`src/rtl/cqir_pkg.sv`:
```
// Shared types and codes for the collapsing queue with indexed remove.
`timescale 1ns / 1ps

package cqir_pkg;

   // operation codes
   localparam logic [1:0] OP_PUT    = 2'd0;
   localparam logic [1:0] OP_REMOVE = 2'd1;
   localparam logic [1:0] OP_PEEK   = 2'd2;
   localparam logic [1:0] OP_CLEAR  = 2'd3;

   // status codes
   localparam logic [1:0] ST_OK    = 2'd0;
   localparam logic [1:0] ST_NULL  = 2'd1;
   localparam logic [1:0] ST_FULL  = 2'd2;
   localparam logic [1:0] ST_RANGE = 2'd3;

   typedef struct packed {
      logic [1:0]  op;
      logic [3:0]  slot_index;
      logic [31:0] element_in;
   } req_type;

   typedef struct packed {
      logic [31:0] element_out;
      logic [1:0]  status;
      logic [4:0]  fill_count;
   } rsp_type;

   // controller -> datapath
   typedef struct packed {
      logic       latch_req;
      logic       put_write;
      logic       clear;
      logic       read_idx;
      logic       capture_rd;
      logic       shift_rd;
      logic       shift_wr;
      logic       dec_count;
      logic       set_status;
      logic [1:0] status;
      logic       load_rsp;
   } cmd_type;

   // datapath -> controller
   typedef struct packed {
      logic [1:0] op;
      logic       is_null;
      logic       is_full;
      logic       in_range;
      logic       more_shift;
      logic       rsp_free;
   } sts_type;

endpackage

```
`src/rtl/cqir_dp.sv`:
```
// Datapath: entry memory, occupancy count, move pointer and result word register.
`timescale 1ns / 1ps

module cqir_dp #(
   parameter int DEPTH         = 16,
   parameter int ELEMENT_WIDTH = 32
) (
   input  logic              clock,
   input  logic              reset,
   input  cqir_pkg::req_type req_data,
   output logic              rsp_valid,
   input  logic              rsp_ready,
   output cqir_pkg::rsp_type rsp_data,
   input  cqir_pkg::cmd_type cmd,
   output cqir_pkg::sts_type sts
);
   import cqir_pkg::*;

   localparam int AW   = (DEPTH > 1) ? $clog2(DEPTH) : 1;
   localparam int CW   = $clog2(DEPTH + 1);
   localparam int CMPW = (CW > 4) ? CW : 4;

   logic [ELEMENT_WIDTH-1:0] mem [DEPTH];

   logic [1:0]               op_ff;
   logic [3:0]               idx_ff;
   logic [ELEMENT_WIDTH-1:0] word_ff;
   logic [CW-1:0]            count_ff, count_in;
   logic [AW-1:0]            ptr_ff;
   logic [ELEMENT_WIDTH-1:0] rd_data_ff;
   logic [ELEMENT_WIDTH-1:0] res_elem_ff;
   logic [1:0]               res_status_ff;
   logic                     rsp_valid_ff;
   rsp_type                  rsp_ff;

   logic                     mem_we, mem_re;
   logic [AW-1:0]            waddr, raddr;
   logic [ELEMENT_WIDTH-1:0] wdata;
   logic [CW-1:0]            ptr_next;

   assign ptr_next = CW'(ptr_ff) + CW'(1);

   // memory port selection
   always_comb begin
      mem_we = cmd.put_write | cmd.shift_wr;
      mem_re = cmd.read_idx | cmd.shift_rd;
      waddr  = cmd.put_write ? AW'(count_ff) : ptr_ff;
      wdata  = cmd.put_write ? word_ff : rd_data_ff;
      raddr  = cmd.read_idx ? AW'(idx_ff) : AW'(ptr_next);
   end

   always_comb begin
      count_in = count_ff;
      if (cmd.clear) begin
         count_in = '0;
      end else if (cmd.put_write) begin
         count_in = count_ff + CW'(1);
      end else if (cmd.dec_count) begin
         count_in = count_ff - CW'(1);
      end
   end

   always_ff @(posedge clock) begin
      if (mem_we) begin
         mem[waddr] <= wdata;
      end
      if (mem_re) begin
         rd_data_ff <= mem[raddr];
      end
   end

   always_ff @(posedge clock) begin
      if (reset) begin
         count_ff     <= '0;
         rsp_valid_ff <= 1'b0;
      end else begin
         count_ff <= count_in;
         if (cmd.load_rsp) begin
            rsp_valid_ff <= 1'b1;
         end else if (rsp_ready) begin
            rsp_valid_ff <= 1'b0;
         end
      end
   end

   always_ff @(posedge clock) begin
      if (cmd.latch_req) begin
         op_ff       <= req_data.op;
         idx_ff      <= req_data.slot_index;
         word_ff     <= ELEMENT_WIDTH'(req_data.element_in);
         res_elem_ff <= '0;
      end else if (cmd.capture_rd) begin
         res_elem_ff <= rd_data_ff;
      end
      if (cmd.read_idx) begin
         ptr_ff <= AW'(idx_ff);
      end else if (cmd.shift_wr) begin
         ptr_ff <= AW'(ptr_next);
      end
      if (cmd.set_status) begin
         res_status_ff <= cmd.status;
      end
      if (cmd.load_rsp) begin
         rsp_ff.element_out <= 32'(res_elem_ff);
         rsp_ff.status      <= res_status_ff;
         rsp_ff.fill_count  <= 5'(count_ff);
      end
   end

   always_comb begin
      sts.op         = op_ff;
      sts.is_null    = (word_ff == '0);
      sts.is_full    = (count_ff == CW'(DEPTH));
      sts.in_range   = (CMPW'(idx_ff) < CMPW'(count_ff));
      sts.more_shift = (ptr_next < count_ff);
      sts.rsp_free   = ~rsp_valid_ff | rsp_ready;
   end

   assign rsp_valid = rsp_valid_ff;
   assign rsp_data  = rsp_ff;

   a_count_bound: assert property (@(posedge clock) disable iff (reset)
      count_ff <= CW'(DEPTH))
      else $error("occupancy above depth");

   a_no_overwrite: assert property (@(posedge clock) disable iff (reset)
      cmd.load_rsp |-> (!rsp_valid_ff || rsp_ready))
      else $error("result word overwritten while waiting");

   a_put_has_room: assert property (@(posedge clock) disable iff (reset)
      cmd.put_write |-> (count_ff < CW'(DEPTH)))
      else $error("write to full store");

   a_move_in_range: assert property (@(posedge clock) disable iff (reset)
      cmd.shift_wr |-> (ptr_next < count_ff))
      else $error("collapse move beyond occupancy");

endmodule

```
`src/rtl/cqir_ctrl.sv`:
```
// Controller: sequences accept, decode, memory read, collapse moves and result load.
`timescale 1ns / 1ps

module cqir_ctrl (
   input  logic              clock,
   input  logic              reset,
   input  logic              req_valid,
   output logic              req_ready,
   output cqir_pkg::cmd_type cmd,
   input  cqir_pkg::sts_type sts
);
   import cqir_pkg::*;

   typedef enum logic [2:0] {
      S_IDLE,
      S_DECODE,
      S_RD_WAIT,
      S_SHIFT_RD,
      S_SHIFT_WR,
      S_FINISH
   } state_type;

   state_type state_ff, state_in;

   always_comb begin
      state_in  = state_ff;
      cmd       = '0;
      req_ready = (state_ff == S_IDLE);
      unique case (state_ff)
         S_IDLE: begin
            if (req_valid) begin
               cmd.latch_req = 1'b1;
               state_in      = S_DECODE;
            end
         end
         S_DECODE: begin
            cmd.set_status = 1'b1;
            cmd.status     = ST_OK;
            state_in       = S_FINISH;
            unique case (sts.op) inside
               OP_PUT: begin
                  if (sts.is_null) begin
                     cmd.status = ST_NULL;
                  end else if (sts.is_full) begin
                     cmd.status = ST_FULL;
                  end else begin
                     cmd.put_write = 1'b1;
                  end
               end
               OP_REMOVE, OP_PEEK: begin
                  if (!sts.in_range) begin
                     cmd.status = ST_RANGE;
                  end else begin
                     cmd.read_idx = 1'b1;
                     state_in     = S_RD_WAIT;
                  end
               end
               default: begin
                  cmd.clear = 1'b1;
               end
            endcase
         end
         S_RD_WAIT: begin
            cmd.capture_rd = 1'b1;
            state_in       = (sts.op == OP_REMOVE) ? S_SHIFT_RD : S_FINISH;
         end
         S_SHIFT_RD: begin
            if (sts.more_shift) begin
               cmd.shift_rd = 1'b1;
               state_in     = S_SHIFT_WR;
            end else begin
               cmd.dec_count = 1'b1;
               state_in      = S_FINISH;
            end
         end
         S_SHIFT_WR: begin
            cmd.shift_wr = 1'b1;
            state_in     = S_SHIFT_RD;
         end
         S_FINISH: begin
            if (sts.rsp_free) begin
               cmd.load_rsp = 1'b1;
               state_in     = S_IDLE;
            end
         end
         default: begin
            state_in = S_IDLE;
         end
      endcase
   end

   always_ff @(posedge clock) begin
      if (reset) begin
         state_ff <= S_IDLE;
      end else begin
         state_ff <= state_in;
      end
   end

endmodule

```
`src/rtl/collapsing_queue_indexed_remove_core.sv`:
```
// Top level of the collapsing queue with indexed remove.
// Steps per word: put, clear and refused ops pass idle, decode and finish; peek adds a
//   read wait; a remove at index i with n entries also moves each of the n-1-i later
//   entries down by one read and one write on the entry memory.
// The result word is registered and is valid in the cycle after the op's final state.
// Reset clears the occupancy and the control state; entries are not cleared.
`timescale 1ns / 1ps

module collapsing_queue_indexed_remove_core #(
   parameter int DEPTH         = 16,
   parameter int ELEMENT_WIDTH = 32
) (
   input  logic              clock,
   input  logic              reset,
   input  logic              req_valid,
   output logic              req_ready,
   input  cqir_pkg::req_type req_data,
   output logic              rsp_valid,
   input  logic              rsp_ready,
   output cqir_pkg::rsp_type rsp_data
);
   import cqir_pkg::*;

   // Command and status between the sequencer and the datapath.
   cmd_type cmd;
   sts_type sts;

   // The controller takes a word only when idle; the result sits in an
   // output register, so the next word is taken while it waits for rsp_ready.
   cqir_ctrl u_ctrl (
      .clock     (clock),
      .reset     (reset),
      .req_valid (req_valid),
      .req_ready (req_ready),
      .cmd       (cmd),
      .sts       (sts)
   );

   // Datapath holds the entry memory, the count and the collapse pointer.
   cqir_dp #(
      .DEPTH         (DEPTH),
      .ELEMENT_WIDTH (ELEMENT_WIDTH)
   ) u_dp (
      .clock     (clock),
      .reset     (reset),
      .req_data  (req_data),
      .rsp_valid (rsp_valid),
      .rsp_ready (rsp_ready),
      .rsp_data  (rsp_data),
      .cmd       (cmd),
      .sts       (sts)
   );

endmodule
```
`config.mk`:
```
export PLATFORM = sky130hd
export DESIGN_NAME = collapsing_queue_indexed_remove_core
export DESIGN_NICKNAME = d
export VERILOG_FILES = /design/src/rtl/cqir_pkg.sv /design/src/rtl/cqir_dp.sv /design/src/rtl/cqir_ctrl.sv /design/src/rtl/collapsing_queue_indexed_remove_core.sv
export SDC_FILE = /design/constraint.sdc
export NUM_CORES = 1
export LEC_CHECK = 0
export BUFFER_PORTS_ARGS = -buffer_cell sky130_fd_sc_hd__buf_2
export CAP_MARGIN = 40
export CORE_MARGIN = 2
export CORE_UTILIZATION = 30
export CTS_BUF_LIST = sky130_fd_sc_hd__clkbuf_8
export CTS_CLUSTER_DIAMETER = 100
export DETAILED_ROUTE_END_ITERATION = 10
export GPL_TIMING_DRIVEN = 0
export REMOVE_ABC_BUFFERS = 1
export SYNTH_ARGS = -nofsm -noshare
export SYNTH_HDL_FRONTEND = slang
export SYNTH_SLANG_ARGS = --single-unit
```
`constraint.sdc`:
```
create_clock -name clock -period 10.84 [get_ports clock]
set_input_delay 1.626 -clock clock [delete_from_list [all_inputs] [get_ports clock]]
set_output_delay 1.626 -clock clock [all_outputs]
set_load 0.01 [all_outputs]
```
; ---- Yosys cells after proc, flatten, opt, wreduce, memory -nomap -nowiden
; Memory sizes are Yosys's and may differ from the RTL's. A register that Yosys moved wholly into a read port is not among the register bits.
; Index checks and enable logic that the tools add are counted.
[word_totals]
reg_bits = 124
latchBits = 0
mem_bits_rw = 512
romBits = 0
input_bits = 42
memories = 1
[op_classes]
addsub = 3
mul = 0
div = 0
magnitude_cmp = 2
eq_ne = 10
n_shift = 0
n_mux = 40
bitwise = 4
reduce_logical = 10
[memory_table]
columns = name, depth, word_bits, rd, rd_ports_with_merged_regs, wr, line
row1 = u_dp.mem, 16, 32, 1, 1, 1, cqir_dp.sv:23  ; logic [ELEMENT_WIDTH-1:0] mem [DEPTH];
[op_table]
columns = operator, count
row1 = 32-bit zero test, 1
row2 = 32-bit 2-to-1 mux, 1
row3 = 1-bit 2-to-1 mux, 21
row4 = 3-bit 2-to-1 mux, 7
row5 = 3-bit one-hot mux with 6 select lines, 1
row6 = 4-bit 2-to-1 mux, 4
row7 = 5-bit 2-to-1 mux, 2
row8 = "3-bit by 2-bit equality test with 1-bit output, second input constant", 2
row9 = "3-bit equality test, second input constant", 2
row10 = 2-bit 2-to-1 mux, 3
row11 = 2-bit nonzero test, 3
row12 = "4-bit by 1-bit adder with 5-bit output, second input constant", 1
row13 = "5-bit by 1-bit adder with 5-bit output, second input constant", 1
row14 = "5-bit equality test, second input constant", 1
row15 = 4-bit by 5-bit less-than comparator with 1-bit output, 1
row16 = 5-bit less-than comparator, 1
row17 = "5-bit by 1-bit subtractor with 5-bit output, second input constant", 1
row18 = "2-bit != test, second input constant", 2
row19 = 2-bit one-hot mux with 2 select lines, 1
row20 = 2-bit OR reduction, 2
row21 = "3-bit by 1-bit equality test with 1-bit output, second input constant", 1
row22 = 3-bit zero test, 1
row23 = 1-bit bitwise OR, 3
row24 = 3-bit OR reduction, 1
row25 = other kinds (5), 5

; ---- Depth between registers and ports, before layout
[logic_depth]
depth_word = 8
ltp_mapped = 15

; ---- Cells and area by module
; A second synthesis with hierarchy kept.
[unflattened]
hier_cells = 1961
hier_area_um2 = 26345.3
[by_module_without_submodules]
columns = mod, n_inst, cells_per_inst, area_each_um2, seq_area_each_um2
row1 = cqir_dp, 1, 1911, 25971.2, 19588.8
row2 = cqir_ctrl, 1, 50, 374.1, 60.1

; ---- Worst setup path before layout
; No wires, ideal clock.
[synth_path]
kind = register to register
startpoint = register u_dp.count_ff[0]
endpoint = memory u_dp.mem[12][0], enable pin
setup_time_ns = 0.472
arrival_time_ns = 3.930
slack_ns = 6.438
path_stages_with_launch = 8
n_path_buf = 1
path_cell_list = dfxtp_1 clkbuf_1 nor4_1 nand2_1 o2111ai_1 inv_2 nand3_1 o32ai_1
[synth_via]
elab_chain_cells = 8
word_cells_on_any_way = 9
classes_between = eq/ne (1) / mux (7) / bitwise (1)
[synth_rtl]
columns = element, line
row1 = from (decl), cqir_dp.sv:28  ; logic [CW-1:0] count_ff, count_in;
row2 = from (signal assigned), cqir_dp.sv:77  ; count_ff <= count_in;
row3 = 5-bit equality test, cqir_dp.sv:113  ; sts.is_full = (count_ff == CW'(DEPTH));
row4 = 1-bit 2-to-1 mux, cqir_ctrl.sv:44  ; end else if (sts.is_full) begin
row5 = 1-bit 2-to-1 mux, cqir_ctrl.sv:42  ; if (sts.is_null) begin
row6 = 1-bit 2-to-1 mux, cqir_ctrl.sv:40  ; unique case (sts.op) inside
row7 = 3-bit 2-to-1 mux, cqir_ctrl.sv:29  ; unique case (state_ff)
row8 = 1-bit bitwise OR, cqir_dp.sv:45  ; mem_we = cmd.put_write | cmd.shift_wr;
row9 = 1-bit 2-to-1 mux, cqir_dp.sv:64  ; if (mem_we) begin
row10 = 1-bit 2-to-1 mux (not written as such), cqir_dp.sv:65  ; mem[waddr] <= wdata;
row11 = to (decl), cqir_dp.sv:23
; Parallel ways exist; a longest one is shown, timed or not.

; ---- Final worst setup path
[layout_path]
startpoint = register u_dp.count_ff[1]
endpoint = register u_dp.rd_data_ff[29], read port of u_dp.mem, data pin
[layout_via]
elab_chain_cells = 5
word_cells_on_any_way = 9
classes_between = order compare (2) / mux (6) / bitwise (1)
[layout_rtl]
columns = element, line
row1 = 4-bit by 5-bit less-than comparator with 1-bit output, cqir_dp.sv:114  ; sts.in_range = (CMPW'(idx_ff) < CMPW'(count_ff));
row2 = 1-bit 2-to-1 mux, cqir_ctrl.sv:51  ; if (!sts.in_range) begin
row3 = 1-bit 2-to-1 mux, cqir_ctrl.sv:40
row4 = 3-bit 2-to-1 mux, cqir_ctrl.sv:29
row5 = 4-bit 2-to-1 mux / 1-bit bitwise OR (equally long branches), "cqir_dp.sv:49, cqir_dp.sv:46"
row6 = to (decl), cqir_dp.sv:30  ; logic [ELEMENT_WIDTH-1:0] rd_data_ff;
; Parallel ways exist; a longest one is shown, timed or not.
; A chain may end at the register's enable or synchronous reset.

==> metrics <==
status finished clean; design area roughly 31000 um2; Min Hold Slack around 400 ps; clock latency on the worst-skew pair a little over 700 ps; asr flop ratio synth 0%; vias around 14000; VDD IR max 0.0000896 V; Die Y-Extent 296 um; flop and latch count out of synthesis 668; TritonCTS clock tree built; TritonCTS Buffers ~100; site row count about 110; Post-synth EDFFs between 600 and 700; kind of critical path reg2reg; top cell type by total area after synthesis edfxtp_1; Synth top area share 73.7%; most common cell after layout, fill and taps aside edfxtp_1; dominant synthesized flop cell edfxtp_1; clk slew on worst S/H paths approximately 60 ps; final max-slew violation count 0; Max-Cap Viols 0; routability cong. 0.781; Crit Path Max Fanout 17; Synth area leaders edfxtp_1, mux2i_1, o22ai_1; most frequent cells in the layout edfxtp_1, mux2i_1, nand2_1; hold_sp u_dp.res_elem_ff[14]; Leak Pwr between 10 and 15 nW; worst-case reg-to-reg path depth 15; DR vias/cell approximately 4.8; Hold Vio Cnt, Final 0; Fmax a little under 200 MHz; global-route wire length before repair roughly 95000 um; Post-CTS Hold Buffers 0; number of clock sinks about 670; largest net degree at the start of global routing 40; starting density of the core roughly 30%; Mapped Area 25500 um2; Layout area overhead 21.7%; Rel. slew slack 43.1%; FF-to-FF End u_dp.rd_data_ff[29]; post-synthesis instance total roughly 1500; unrepaired setup endpoints after global routing false; Worst Hold End u_dp.rsp_data[21]; htree depth 3; Worst Setup End Kind flop; port bufs 82; Worst Setup Start Kind flop; Avg Inst Size Synth roughly 17 um2; drt first pass iters 5; worst clock skew ~40 ps; # diodes 0; Root Buffer clkbuf_8; Starting DRT DRC Count 1428; final setup fails 0; DR WL/cell 22.2 um; Cell Pwr Density approximately 200 nW/um2; Crit Reg-Reg Startpoint u_dp.count_ff[1]; yosys warns 0; Die Area 87500 um2; Die W a little under 300 um; initial antenna violation count 1; WHS Path Cells 0; # resized after CTS 0; Max clock buf depth 3; Unique masters post-synth 45; DRT Wirelength around 65000 um; layout cell share with drive strength beyond 1 18.8%; gr usage total 14.9%; DP Area just under 30000 um2; vias in the first global route about 14000; IO Pins 83; Final Critical Period 5210 ps; core box area about 85000 um2; Req. time, crit path roughly 11000 ps; ANT nets after route 0; gr ovfl total 0; crit share post-route approximately half; dpl hpwl 43400 um; DRC 0; worst hold path class reg2reg; sequential-to-total area share from yosys stat 76.9%; Least-Margin Pin Slew between 800 and 900 ps; WP data arrival 5620 ps; postcts setup bufs 0; Final nets 1771; worst reg-to-reg setup slack about 5600 ps
[kinds of logic (layout without fill, tap and decap cells)]
family,after synthesis,after routing,synth area share [%]
multiplexers,266,266,10.5
AO/OA/AOI/OAI,205,205,4.93
buffers and inverters,90,368,1.81
adder cells (fa/ha/maj),15,15,0.764
flip-flops,668,668,76.9
XOR/XNOR,6,6,0.206
AND/OR/NAND/NOR,274,274,4.90
[worst max-delay path by stage]
stage,start,end,depth (start not counted)
floorplan,u_dp.count_ff[1],u_dp.rd_data_ff[0],9
global placement,u_dp.count_ff[1],u_dp.rd_data_ff[18],9
detailed placement,u_dp.count_ff[1],u_dp.rd_data_ff[31],15
CTS,u_dp.count_ff[1],u_dp.rd_data_ff[29],15
global route,u_dp.count_ff[1],u_dp.rd_data_ff[29],15
finish,u_dp.count_ff[1],u_dp.rd_data_ff[29],15
[metrics by stage]
| step | power (mW) | TNS (ps) | cells | worst slack (ps) | util (%) |
|---|---|---|---|---|---|
| finish | 6.32 | 0 | 2946 | 5630 | 36.7 |
| global route | 6.57 | 0 | 2946 | 5430 | 36.7 |
| CTS | 6.36 | 0 | 2946 | 5630 | 36.7 |
| detailed placement | 4.34 | 0 | 2753 | 5690 | 34.3 |
| global placement | 4.67 | -1164080 | 2676 | -18500 | 31.8 |
| floorplan | 4.19 | -377280 | 1450 | -11470 | - |
[per-layer routing]
layer	track usage [%]	part of all wire [%]
met1	20.2	44
met2	24.0	48
met4	3.66	1.8
met3	3.44	6.9
met5	0	0.020
[final cells by class]
type,count,area [um2]
multi-input combinational,766,5740
fill,7812,53700
clock buffer,115,1580
clock inverter,78,428
sequential,668,19600
timing repair buffer,159,2180
inverter,16,60.1
tap,1144,1430
[synthesized netlist by cell type (all sizes together) (3+ instances only)]
master / instances
o21ai: 7
xnor2: 5
edfxtp: 627
nor4: 9
o22ai: 140
ha: 14
or4: 32
mux2: 3
a21oi: 38
nand2b: 11
nand2: 183
a211oi: 3
nand4: 4
nor2: 14
nand3: 7
inv: 16
o32ai: 4
mux2i: 263
dfxtp: 41
nor2b: 4
nor3: 4
clkbuf: 37
buf: 37
[registers in the layout, indices dropped and copies added, names as in the netlist]
name,cells
u_dp.res_elem_ff,32
u_dp.count_ff,5
u_ctrl.state_ff,3
u_dp.op_ff,2
u_dp.rsp_valid,1
u_dp.res_status_ff,2
u_dp.word_ff,32
u_dp.rd_data_ff,32
u_dp.idx_ff,4
u_dp.rsp_data,39
u_dp.ptr_ff,4
u_dp.mem,512
[power by group]
part           internal, mW  switching [mW]  leakage [nW]
Clock                  1.05           0.978          1.16
Sequential             3.08          0.0731          6.02
Combinational         0.444           0.694          3.78
Total                  4.57            1.75          11.0
[critical path, stage by stage (launching register included)]
cell and delay, ps:
dfxtp_1 740, inv_1 270, ha_1 350, nand2_1 70, o21ai_1 80, a31oi_1 490
mux2i_4 820, buf_16 250, buf_16 190, buf_16 180, buf_16 160, buf_16 180
buf_16 180, mux2i_1 210, o22ai_1 100, or4_1 580
No activity file was read; power rests on OpenSTA's default activity.
